[config.mk]
export PLATFORM = sky130hd
export DESIGN_NAME = windowed_presence_vote_alarm
export DESIGN_NICKNAME = d
export VERILOG_FILES = /design/src/hdl/wpva_pkg.sv /design/src/hdl/wpva_ring.sv /design/src/hdl/wpva_vote.sv /design/src/hdl/windowed_presence_vote_alarm.sv
export SDC_FILE = /design/constraint.sdc
export NUM_CORES = 2
export LEC_CHECK = 0
export BUFFER_PORTS_ARGS = -buffer_cell sky130_fd_sc_hd__buf_4
export CORE_MARGIN = 4
export CORE_UTILIZATION = 30
export DETAILED_ROUTE_END_ITERATION = 10
export GPL_TIMING_DRIVEN = 0
export SLEW_MARGIN = 5
export SYNTH_ARGS = -nofsm -noshare
export SYNTH_HDL_FRONTEND = slang
export SYNTH_SLANG_ARGS = --single-unit
[constraint.sdc]
create_clock -name clk -period 37.4 [get_ports clk]
set_input_delay 7.48 -clock clk [delete_from_list [all_inputs] [get_ports clk]]
set_output_delay 7.48 -clock clk [all_outputs]
set_load 0.01 [all_outputs]
[src/hdl/wpva_pkg.sv]
// ----------------------------------------------------------------------------
// wpva_pkg
// shared types, register indexes, status codes and widths of the vote alarm
// ----------------------------------------------------------------------------
package wpva_pkg;

    localparam int WINDOW_MAX_DEF = 1024;

    localparam int WLEN_W   = 11;
    localparam int RATIO_W  = 17;
    localparam int COOL_W   = 9;
    localparam int CLASS_W  = 16;
    localparam int STATUS_W = 2;
    localparam int TALLY_W  = 2;
    localparam int RATIO_FRAC_W = 16;

    localparam int CFG_IDX_W  = 2;
    localparam int CFG_DATA_W = 17;

    localparam int IN_TDATA_W  = 24;
    localparam int OUT_TDATA_W = 8;

    localparam logic [WLEN_W-1:0]  WLEN_RESET  = 11'd100;
    localparam logic [RATIO_W-1:0] RATIO_RESET = 17'd52429;
    localparam logic [COOL_W-1:0]  COOL_RESET  = 9'd8;

    typedef enum logic [CFG_IDX_W-1:0] {
        CFG_WINDOW_LENGTH   = 2'd0,
        CFG_RATIO_Q16       = 2'd1,
        CFG_COOLDOWN_FRAMES = 2'd2
    } cfg_idx_t;

    localparam logic [STATUS_W-1:0] STATUS_CLEAR      = 2'd0;
    localparam logic [STATUS_W-1:0] STATUS_ALARM      = 2'd1;
    localparam logic [STATUS_W-1:0] STATUS_SUPPRESSED = 2'd2;

    typedef struct packed {
        logic [WLEN_W-1:0]  window_length;
        logic [RATIO_W-1:0] ratio_q16;
        logic [COOL_W-1:0]  cooldown_frames;
    } cfg_t;

    typedef struct packed {
        logic               entry_valid;
        logic               has_member;
        logic [CLASS_W-1:0] member_class;
        logic               frame_end;
    } item_t;

    typedef struct packed {
        logic [STATUS_W-1:0] frame_status;
        logic                alone_flag;
    } res_t;

endpackage

[src/hdl/wpva_ring.sv]
// ----------------------------------------------------------------------------
// wpva_ring
// one-bit flag ring, one write and one registered read per cycle
// ----------------------------------------------------------------------------
module wpva_ring #(
    parameter int WINDOW_MAX = wpva_pkg::WINDOW_MAX_DEF,
    parameter int ADDR_W     = $clog2(WINDOW_MAX)
) (
    input  logic              clk,
    input  logic              we,
    input  logic [ADDR_W-1:0] waddr,
    input  logic              wdata,
    input  logic [ADDR_W-1:0] raddr,
    output logic              rdata
);

    logic mem [WINDOW_MAX];
    logic rdata_reg;

    // read data follows a same-cycle write to the read address
    always_ff @(posedge clk)
    begin
        if (we)
        begin
            mem[waddr] <= wdata;
        end
        if (we && (waddr == raddr))
        begin
            rdata_reg <= wdata;
        end
        else
        begin
            rdata_reg <= mem[raddr];
        end
    end

    assign rdata = rdata_reg;

endmodule

[src/hdl/wpva_vote.sv]
// ----------------------------------------------------------------------------
// wpva_vote
// per-frame person tally, voting window bookkeeping and cooldown
// ----------------------------------------------------------------------------
module wpva_vote #(
    parameter int WINDOW_MAX = wpva_pkg::WINDOW_MAX_DEF
) (
    input  logic           clk,
    input  logic           rst_n,
    input  wpva_pkg::cfg_t  cfg,
    input  logic           fire,
    input  wpva_pkg::item_t item,
    output logic           res_valid,
    output wpva_pkg::res_t  res
);

    import wpva_pkg::*;

    localparam int ADDR_W = $clog2(WINDOW_MAX);
    localparam int CNT_W  = $clog2(WINDOW_MAX + 1);
    localparam int PROD_W = CNT_W + RATIO_W;

    logic [TALLY_W-1:0] tally_reg, tally_next;
    logic [CNT_W-1:0]   fill_reg, fill_next;
    logic [CNT_W-1:0]   ones_reg, ones_next;
    logic [ADDR_W-1:0]  oldest_reg, oldest_next;
    logic [COOL_W-1:0]  cool_reg, cool_next;
    logic [CNT_W-1:0]   eff_len_reg;
    logic [CNT_W-1:0]   thresh_reg;

    logic [CNT_W-1:0]   eff_len_c;
    logic [PROD_W-1:0]  prod_c;
    logic               counts_c;
    logic [TALLY_W-1:0] tally_sum_c;
    logic               alone_c;

    logic               ring_we;
    logic [ADDR_W-1:0]  ring_waddr;
    logic               ring_rdata;

    function automatic logic [ADDR_W-1:0] ring_add(input logic [ADDR_W-1:0] a,
                                                   input logic [CNT_W-1:0] b);
        logic [CNT_W:0] s;
        s = {{(CNT_W + 1 - ADDR_W){1'b0}}, a} + {1'b0, b};
        if (s >= (CNT_W + 1)'(WINDOW_MAX))
        begin
            s = s - (CNT_W + 1)'(WINDOW_MAX);
        end
        return s[ADDR_W-1:0];
    endfunction

    // effective length and threshold, worked out from cfg and held in eff_len_reg and thresh_reg
    always_comb
    begin
        if (cfg.window_length == '0)
        begin
            eff_len_c = CNT_W'(1);
        end
        else if (int'(cfg.window_length) > WINDOW_MAX)
        begin
            eff_len_c = CNT_W'(WINDOW_MAX);
        end
        else
        begin
            eff_len_c = CNT_W'(cfg.window_length);
        end
        prod_c = {{RATIO_W{1'b0}}, eff_len_c} * {{CNT_W{1'b0}}, cfg.ratio_q16};
    end

    assign counts_c = item.entry_valid && item.has_member && (item.member_class == '0);
    assign tally_sum_c = (counts_c && (tally_reg < TALLY_W'(2))) ? tally_reg + TALLY_W'(1)
                                                                 : tally_reg;
    assign alone_c = (tally_sum_c == TALLY_W'(1));

    always_comb
    begin
        tally_next  = tally_reg;
        fill_next   = fill_reg;
        ones_next   = ones_reg;
        oldest_next = oldest_reg;
        cool_next   = cool_reg;
        ring_we     = 1'b0;
        ring_waddr  = ring_add(oldest_reg, fill_reg);
        res_valid   = 1'b0;
        res.frame_status = STATUS_CLEAR;
        res.alone_flag   = alone_c;
        if (fire)
        begin
            if (!item.frame_end)
            begin
                tally_next = tally_sum_c;
            end
            else
            begin
                tally_next = '0;
                res_valid  = 1'b1;
                if (cool_reg != '0)
                begin
                    res.frame_status = STATUS_SUPPRESSED;
                    cool_next = cool_reg - COOL_W'(1);
                end
                else if (fill_reg < eff_len_reg)
                begin
                    ring_we   = 1'b1;
                    fill_next = fill_reg + CNT_W'(1);
                    ones_next = ones_reg + CNT_W'(alone_c);
                end
                else if (ones_reg >= thresh_reg)
                begin
                    res.frame_status = STATUS_ALARM;
                    fill_next   = '0;
                    ones_next   = '0;
                    oldest_next = '0;
                    cool_next   = cfg.cooldown_frames;
                end
                else
                begin
                    // oldest flag leaves, newest lands behind the held run
                    ring_we     = 1'b1;
                    ones_next   = ones_reg - CNT_W'(ring_rdata) + CNT_W'(alone_c);
                    oldest_next = ring_add(oldest_reg, CNT_W'(1));
                end
            end
        end
    end

    always_ff @(posedge clk or negedge rst_n)
    begin
        if (!rst_n)
        begin
            tally_reg   <= '0;
            fill_reg    <= '0;
            ones_reg    <= '0;
            oldest_reg  <= '0;
            cool_reg    <= '0;
            eff_len_reg <= '0;
            thresh_reg  <= '0;
        end
        else
        begin
            tally_reg   <= tally_next;
            fill_reg    <= fill_next;
            ones_reg    <= ones_next;
            oldest_reg  <= oldest_next;
            cool_reg    <= cool_next;
            eff_len_reg <= eff_len_c;
            thresh_reg  <= prod_c[CNT_W+RATIO_FRAC_W-1:RATIO_FRAC_W];
        end
    end

    // the read port tracks the slot that will be oldest next cycle
    wpva_ring #(
        .WINDOW_MAX (WINDOW_MAX),
        .ADDR_W     (ADDR_W)
    ) u_ring (
        .clk   (clk),
        .we    (ring_we),
        .waddr (ring_waddr),
        .wdata (alone_c),
        .raddr (oldest_next),
        .rdata (ring_rdata)
    );

endmodule

[src/hdl/windowed_presence_vote_alarm.sv]
// ----------------------------------------------------------------------------
// windowed_presence_vote_alarm
// sliding k-of-n lone-person vote with alarm and cooldown holdoff
// ----------------------------------------------------------------------------
// Tracklet entries enter on the s_ stream, one per beat; s_tlast marks the
// last beat of a frame. Each frame end gives one beat on the m_ stream with
// the frame status and alone flag; beats without s_tlast give none.
// One beat is taken every cycle while s_tready is high. A frame result
// passes the input register and then the output register before it shows
// on m_tvalid; the vote logic between them is combinational, and its window
// ring is written at most once per frame. When m_tready is low with a result
// held, the input register keeps taking non-final beats; a frame end waits
// there and s_tready drops until the held result is taken.
// Configuration writes on cfg_we are taken at once; the user must make them
// only while idle, as the block does not enforce it. Index 0 window length,
// 1 vote ratio in Q1.16, 2 cooldown frames. Reset clears the tally, window
// counters and cooldown and loads the default configuration; the ring needs
// no clearing, since only slots written since the last clear are read.
// ----------------------------------------------------------------------------
module windowed_presence_vote_alarm #(
    parameter int WINDOW_MAX = wpva_pkg::WINDOW_MAX_DEF
) (
    input  logic                             clk,
    input  logic                             rst_n,
    input  logic                             cfg_we,
    input  logic [wpva_pkg::CFG_IDX_W-1:0]   cfg_index,
    input  logic [wpva_pkg::CFG_DATA_W-1:0]  cfg_data,
    input  logic                             s_tvalid,
    output logic                             s_tready,
    // entry_valid [0], has_member [1], member_class [17:2], zero pad [23:18]
    input  logic [wpva_pkg::IN_TDATA_W-1:0]  s_tdata,
    input  logic                             s_tlast,
    output logic                             m_tvalid,
    input  logic                             m_tready,
    // frame_status [1:0], alone_flag [2], zero pad [7:3]
    output logic [wpva_pkg::OUT_TDATA_W-1:0] m_tdata
);

    import wpva_pkg::*;

    cfg_t  cfg_reg;
    logic  s1_valid_reg;
    item_t s1_item_reg;
    logic  s1_adv;
    logic  fire;
    logic  res_valid;
    res_t  res;
    logic  out_valid_reg;
    res_t  out_res_reg;

    always_ff @(posedge clk or negedge rst_n)
    begin
        if (!rst_n)
        begin
            cfg_reg.window_length   <= WLEN_RESET;
            cfg_reg.ratio_q16       <= RATIO_RESET;
            cfg_reg.cooldown_frames <= COOL_RESET;
        end
        else if (cfg_we)
        begin
            case (cfg_index)
                CFG_WINDOW_LENGTH:   cfg_reg.window_length   <= cfg_data[WLEN_W-1:0];
                CFG_RATIO_Q16:       cfg_reg.ratio_q16       <= cfg_data[RATIO_W-1:0];
                CFG_COOLDOWN_FRAMES: cfg_reg.cooldown_frames <= cfg_data[COOL_W-1:0];
                default:             ;
            endcase
        end
    end

    // a frame end can only leave the input register if the output slot frees
    assign s1_adv   = !(s1_item_reg.frame_end && out_valid_reg && !m_tready);
    assign s_tready = !s1_valid_reg || s1_adv;
    assign fire     = s1_valid_reg && s1_adv;

    always_ff @(posedge clk or negedge rst_n)
    begin
        if (!rst_n)
        begin
            s1_valid_reg <= 1'b0;
        end
        else if (s_tready)
        begin
            s1_valid_reg <= s_tvalid;
        end
    end

    always_ff @(posedge clk)
    begin
        if (s_tvalid && s_tready)
        begin
            s1_item_reg.entry_valid  <= s_tdata[0];
            s1_item_reg.has_member   <= s_tdata[1];
            s1_item_reg.member_class <= s_tdata[CLASS_W+1:2];
            s1_item_reg.frame_end    <= s_tlast;
        end
    end

    wpva_vote #(
        .WINDOW_MAX (WINDOW_MAX)
    ) u_vote (
        .clk       (clk),
        .rst_n     (rst_n),
        .cfg       (cfg_reg),
        .fire      (fire),
        .item      (s1_item_reg),
        .res_valid (res_valid),
        .res       (res)
    );

    always_ff @(posedge clk or negedge rst_n)
    begin
        if (!rst_n)
        begin
            out_valid_reg <= 1'b0;
        end
        else if (res_valid)
        begin
            out_valid_reg <= 1'b1;
        end
        else if (m_tready)
        begin
            out_valid_reg <= 1'b0;
        end
    end

    always_ff @(posedge clk)
    begin
        if (res_valid)
        begin
            out_res_reg <= res;
        end
    end

    assign m_tvalid = out_valid_reg;
    assign m_tdata  = {{(OUT_TDATA_W - STATUS_W - 1){1'b0}},
                       out_res_reg.alone_flag, out_res_reg.frame_status};

endmodule

==> flow_results.org <==
** Detailed routing
- Drt pass-1 iters :: 6
- The final layout contains routed wiring with a total length of ~170000 µm.
- Detailed routing inserted a total of ~36000 vias.
- After detailed routing, the number of remaining DRC violations is 0.
- Post-DRT Antenna Nets :: 0
- The first routing iteration left approximately 5000 violations.
- DR vias/cell :: 5.22
- In the final routed layout, each cell accounts on average for between 20 and 30 µm.

** Synth
- After synthesis the netlist holds a flip-flop and latch count of between 1000 and 1500.
- After synthesis, the share of flip-flops with an asynchronous set or reset is 8.97%.
- Dominant combinational cell family by area after synthesis :: multiplexers
- XOR/XNOR share of the synthesized area :: less than 1%
- Count of cell types in the netlist :: about 70
- Each instance of the synthesized netlist takes up on average 13.7 µm².
- Most used flip-flop cell after synthesis :: sky130_fd_sc_hd__edfxtp_1
- Share of synthesized area spent on multiplexers :: between 10% and 20%
- Summing the areas of all compound-gate instances in the mapped netlist gives roughly 2.5% of the synthesized area.
- The Yosys step of the flow raised 0 warnings.
- Dominant cell type by area after synthesis :: sky130_fd_sc_hd__edfxtp_1
- For this run, the register share of the synthesized area comes to approximately 61%.
- Simple-gate area share of the yosys netlist :: 11.4%
- Post-synthesis adder-cell area fraction :: under 10%
- Summed over its instances, the top area cell type makes up between 50% and 60% of the synthesized netlist area.
- Number of enable-type register cells in the synthesized netlist :: about 1000
- Cell count after synthesis :: about 4100
- The cell area that synthesis handed to floorplanning was about 57000 µm².
- Top area cells in the synthesized netlist :: sky130_fd_sc_hd__edfxtp_1 (56%), sky130_fd_sc_hd__mux4_2 (12%), sky130_fd_sc_hd__nor2_1 (7.2%)

** Placed design
- The congestion estimate from routability-driven global placement came to approximately 0.95.
- Prior to clock tree synthesis, the placed netlist has a worst setup slack of 21.91 ns.
- After legalization and detailed placement, the total HPWL measured ~120000 µm.
- Including well taps, the total number of placed cells is around 6700.
- During placement, the flow inserted port buffers numbering 47.

** Timing
- The final count of pins violating max slew is 0.
- Hold Violations, Final :: 0
- Largest clock skew in the final design :: between 0.05 and 0.06 ns
- Setup TNS :: 0 ns
- Headroom to the max-slew limit :: less than 1%
- Setup repair after global routing missed its margin :: false
- Share of the clock period used by the worst path after layout :: approximately two fifths
- At the pin with the least slew margin, the transition time is around 1.5 ns.
- Derived from the worst setup path, the maximum achievable clock frequency is roughly 65 MHz.
- Setup violations remaining at the end of the flow were counted as 0.
- The routed design could run at a clock period as short as 15.49 ns.
- Worst path setup slack after routing :: around 22 ns

** Floorplan
- Die Height :: 442 µm
- The die is about 440 µm wide.
- The die covers about 200000 µm².
- The total area inside the core boundary comes to about 190000 µm².
- Once the floorplan was initialized, standard cells occupied a little under a third of the core.
- 59 I/O pins were placed.
- After floorplanning, the core was divided into between 150 and 200 placement rows.

** Critical path
- Kind of end point of the critical path :: output port
- STA classifies the critical path startpoint as an input pin.
- Class of the most critical setup path :: in2out
- Worst endpoint required time :: 29.92 ns
- Data arrival at the endpoint of the critical path :: ~8 ns
- Of all nets on the critical path, the largest fanout is 3.

** Layout
- The post-route netlist has between 15 and 20% of its cells at a drive strength greater than 1.
- Signed area change from the synthesized netlist to the final layout :: 13.6%
- At the end of the flow, the number of nets in the layout was roughly 4600.
- For this run, the share of the core covered by cells in the final layout is between 30 and 40%.
- Leaving out fill and tap cells, the most frequent cell in the layout is sky130_fd_sc_hd__nor2_1.
- In the layout the commonest cells are sky130_fd_sc_hd__nor2_1 (1079), sky130_fd_sc_hd__edfxtp_1 (1046), sky130_fd_sc_hd__mux4_2 (305).
- Largest register FFs :: 1024
- Number of cells in the finished layout apart from fillers :: between 6000 and 7000

** CTS
- After clock tree synthesis, the clock-pin slew on the worst setup and hold paths is ~0.060 ns.
- H-tree Lvls :: 3
- Library cell used as clock root buffer :: sky130_fd_sc_hd__clkbuf_16
- Hold buffer count at cts :: 0
- The clock drives 1160 sinks.
- Maximum count of clock buffers along a single path :: 3
- Post-CTS repair changed the size of 0 cells.
- The number of clock buffers added by TritonCTS is 112.
- Count of buffers added by post-CTS timing repair for setup :: 0
- At the later pin of the worst-skew pair, clock insertion delay measures 0.75 ns.
- TritonCTS built the clock tree.

** Pwr
- The completed layout was analyzed and its total power is between 3000 and 4000 µW.
- Static leakage :: between 0.02 and 0.025 µW
- Power Density :: 51.5 nW/µm²
- Worst vdd ir :: 0.0493 mV

** Global route
- Number of antenna violations at the first check in global routing :: 5
- The first global-routing pass estimated around 250000 µm of wire.
- Entering global routing, the biggest net connects 89 pins.
- The number of global-route vias before repair came to 36000.
- Total congestion overflow :: 0
- Total Routing Usage GR :: roughly 17%

** Status
- The final reports fail on max-capacitance violations.
- The run finished, with violations left.

** Worst hold path
- In this run the worst hold path is classified as reg2reg.

** Job
- Max-cap violations in this run came to 1.
-- cells by family (layout without fill, tap and decap cells) --
kind of cell	after synthesis	in the layout
compound gates	212	212
xor+xnor	46	46
fa+ha+maj	248	248
buf+inv	525	800
flops	1160	1160
mux	379	379
other cells	1	9
simple gates	1562	1562
-- path summary, 6_finish.rpt --
| kind | startpoint | to | slack (ns) | cells past startpoint |
|---|---|---|---|---|
| worst max register to register | flop | u_vote.ones_reg[10]$_DFFE_PN0P_ | 28.79 | 23 |
| worst max-delay path | m_tready | s_tready | 21.91 | 3 |
| worst min register to register | u_vote.cool_reg[2]$_DFFE_PN0P_ | u_vote.cool_reg[2]$_DFFE_PN0P_ | 0.51 | 1 |
| min in group asynchronous | rst_n | cfg_reg[21]$_DFFE_PN0P_ | 6.60 | 1 |
| max in group asynchronous | rst_n | u_vote.oldest_reg[6]$_DFF_PN0_ | 30.06 | 2 |
| worst min-delay path | u_vote.cool_reg[2]$_DFFE_PN0P_ | u_vote.cool_reg[2]$_DFFE_PN0P_ | 0.51 | 1 |
-- stage by stage --
| step | hold slack (ns) | area [µm²] |
|---|---|---|
| finish | 0.513 | 64200 |
| CTS | 0.507 | 64200 |
| global route | 0.525 | 64200 |
| floorplan | 0.459 | 56500 |
| detailed placement | 0.499 | 60600 |
| global placement | 0.497 | 60000 |
-- metal layers --
layer	GRT usage, %	up-vias	share of wire, %
met5	0	-	0
met4	6.94	0	4.2
met3	4.02	372	10
met2	27.5	1861	46
met1	23.1	18800	39
li1	-	15100	-
-- power breakdown --
part / leakage [µW] / internal (µW) / switching (µW)
sequential: 0.0135 / 1430 / 19.7
combinational: 0.00797 / 310 / 425
clock: 0.00172 / 622 / 507
-- cell type report --
cell class / instances / area (µm²)
fill: 18200 / 123000
sequential: 1160 / 34200
multi-input combinational: 2452 / 20100
tap: 2495 / 3120
clock buffer: 151 / 3020
buffer: 330 / 1510
timing repair buffer: 76 / 935
inverter: 195 / 732
clock inverter: 48 / 532
antenna: 4 / 10.0
-- worst max-delay path, stage by stage --
cell and delay, ns:
sky130_fd_sc_hd__buf_4 0.11, sky130_fd_sc_hd__nand4b_1 0.22, sky130_fd_sc_hd__buf_4 0.19
-- cell usage after synthesis (4+ instances only) --
cell type,count
sky130_fd_sc_hd__edfxtp_1,1046
sky130_fd_sc_hd__a221oi_1,6
sky130_fd_sc_hd__xor2_1,16
sky130_fd_sc_hd__inv_1,193
sky130_fd_sc_hd__o21bai_1,6
sky130_fd_sc_hd__a2111oi_0,6
sky130_fd_sc_hd__nor3b_1,5
sky130_fd_sc_hd__mux4_2,305
sky130_fd_sc_hd__nor2_1,1084
sky130_fd_sc_hd__dfrtp_1,91
sky130_fd_sc_hd__buf_2,63
sky130_fd_sc_hd__o21a_1,6
sky130_fd_sc_hd__nand2b_1,11
sky130_fd_sc_hd__o211ai_1,11
sky130_fd_sc_hd__a211oi_1,4
sky130_fd_sc_hd__dfstp_2,13
sky130_fd_sc_hd__xnor2_1,30
sky130_fd_sc_hd__a21oi_1,55
sky130_fd_sc_hd__ha_1,114
sky130_fd_sc_hd__mux2i_1,23
sky130_fd_sc_hd__buf_6,12
sky130_fd_sc_hd__o22ai_1,7
sky130_fd_sc_hd__nor3_1,28
sky130_fd_sc_hd__a22oi_1,9
sky130_fd_sc_hd__buf_4,15
sky130_fd_sc_hd__mux2_2,50
sky130_fd_sc_hd__or3_1,5
sky130_fd_sc_hd__or2_2,7
sky130_fd_sc_hd__nor4_1,14
sky130_fd_sc_hd__dfxtp_1,10
sky130_fd_sc_hd__nand4_1,12
sky130_fd_sc_hd__clkbuf_1,130
sky130_fd_sc_hd__o31ai_1,7
sky130_fd_sc_hd__a21o_1,15
sky130_fd_sc_hd__and3_1,10
sky130_fd_sc_hd__o21ai_0,39
sky130_fd_sc_hd__and2_1,102
sky130_fd_sc_hd__nand3_1,29
sky130_fd_sc_hd__a31oi_1,9
sky130_fd_sc_hd__buf_1,108
sky130_fd_sc_hd__nand2_1,228
sky130_fd_sc_hd__fa_1,134
sky130_fd_sc_hd__or4_1,6
sky130_fd_sc_hd__nor2b_1,14
(Power assumes the default switching activity.)
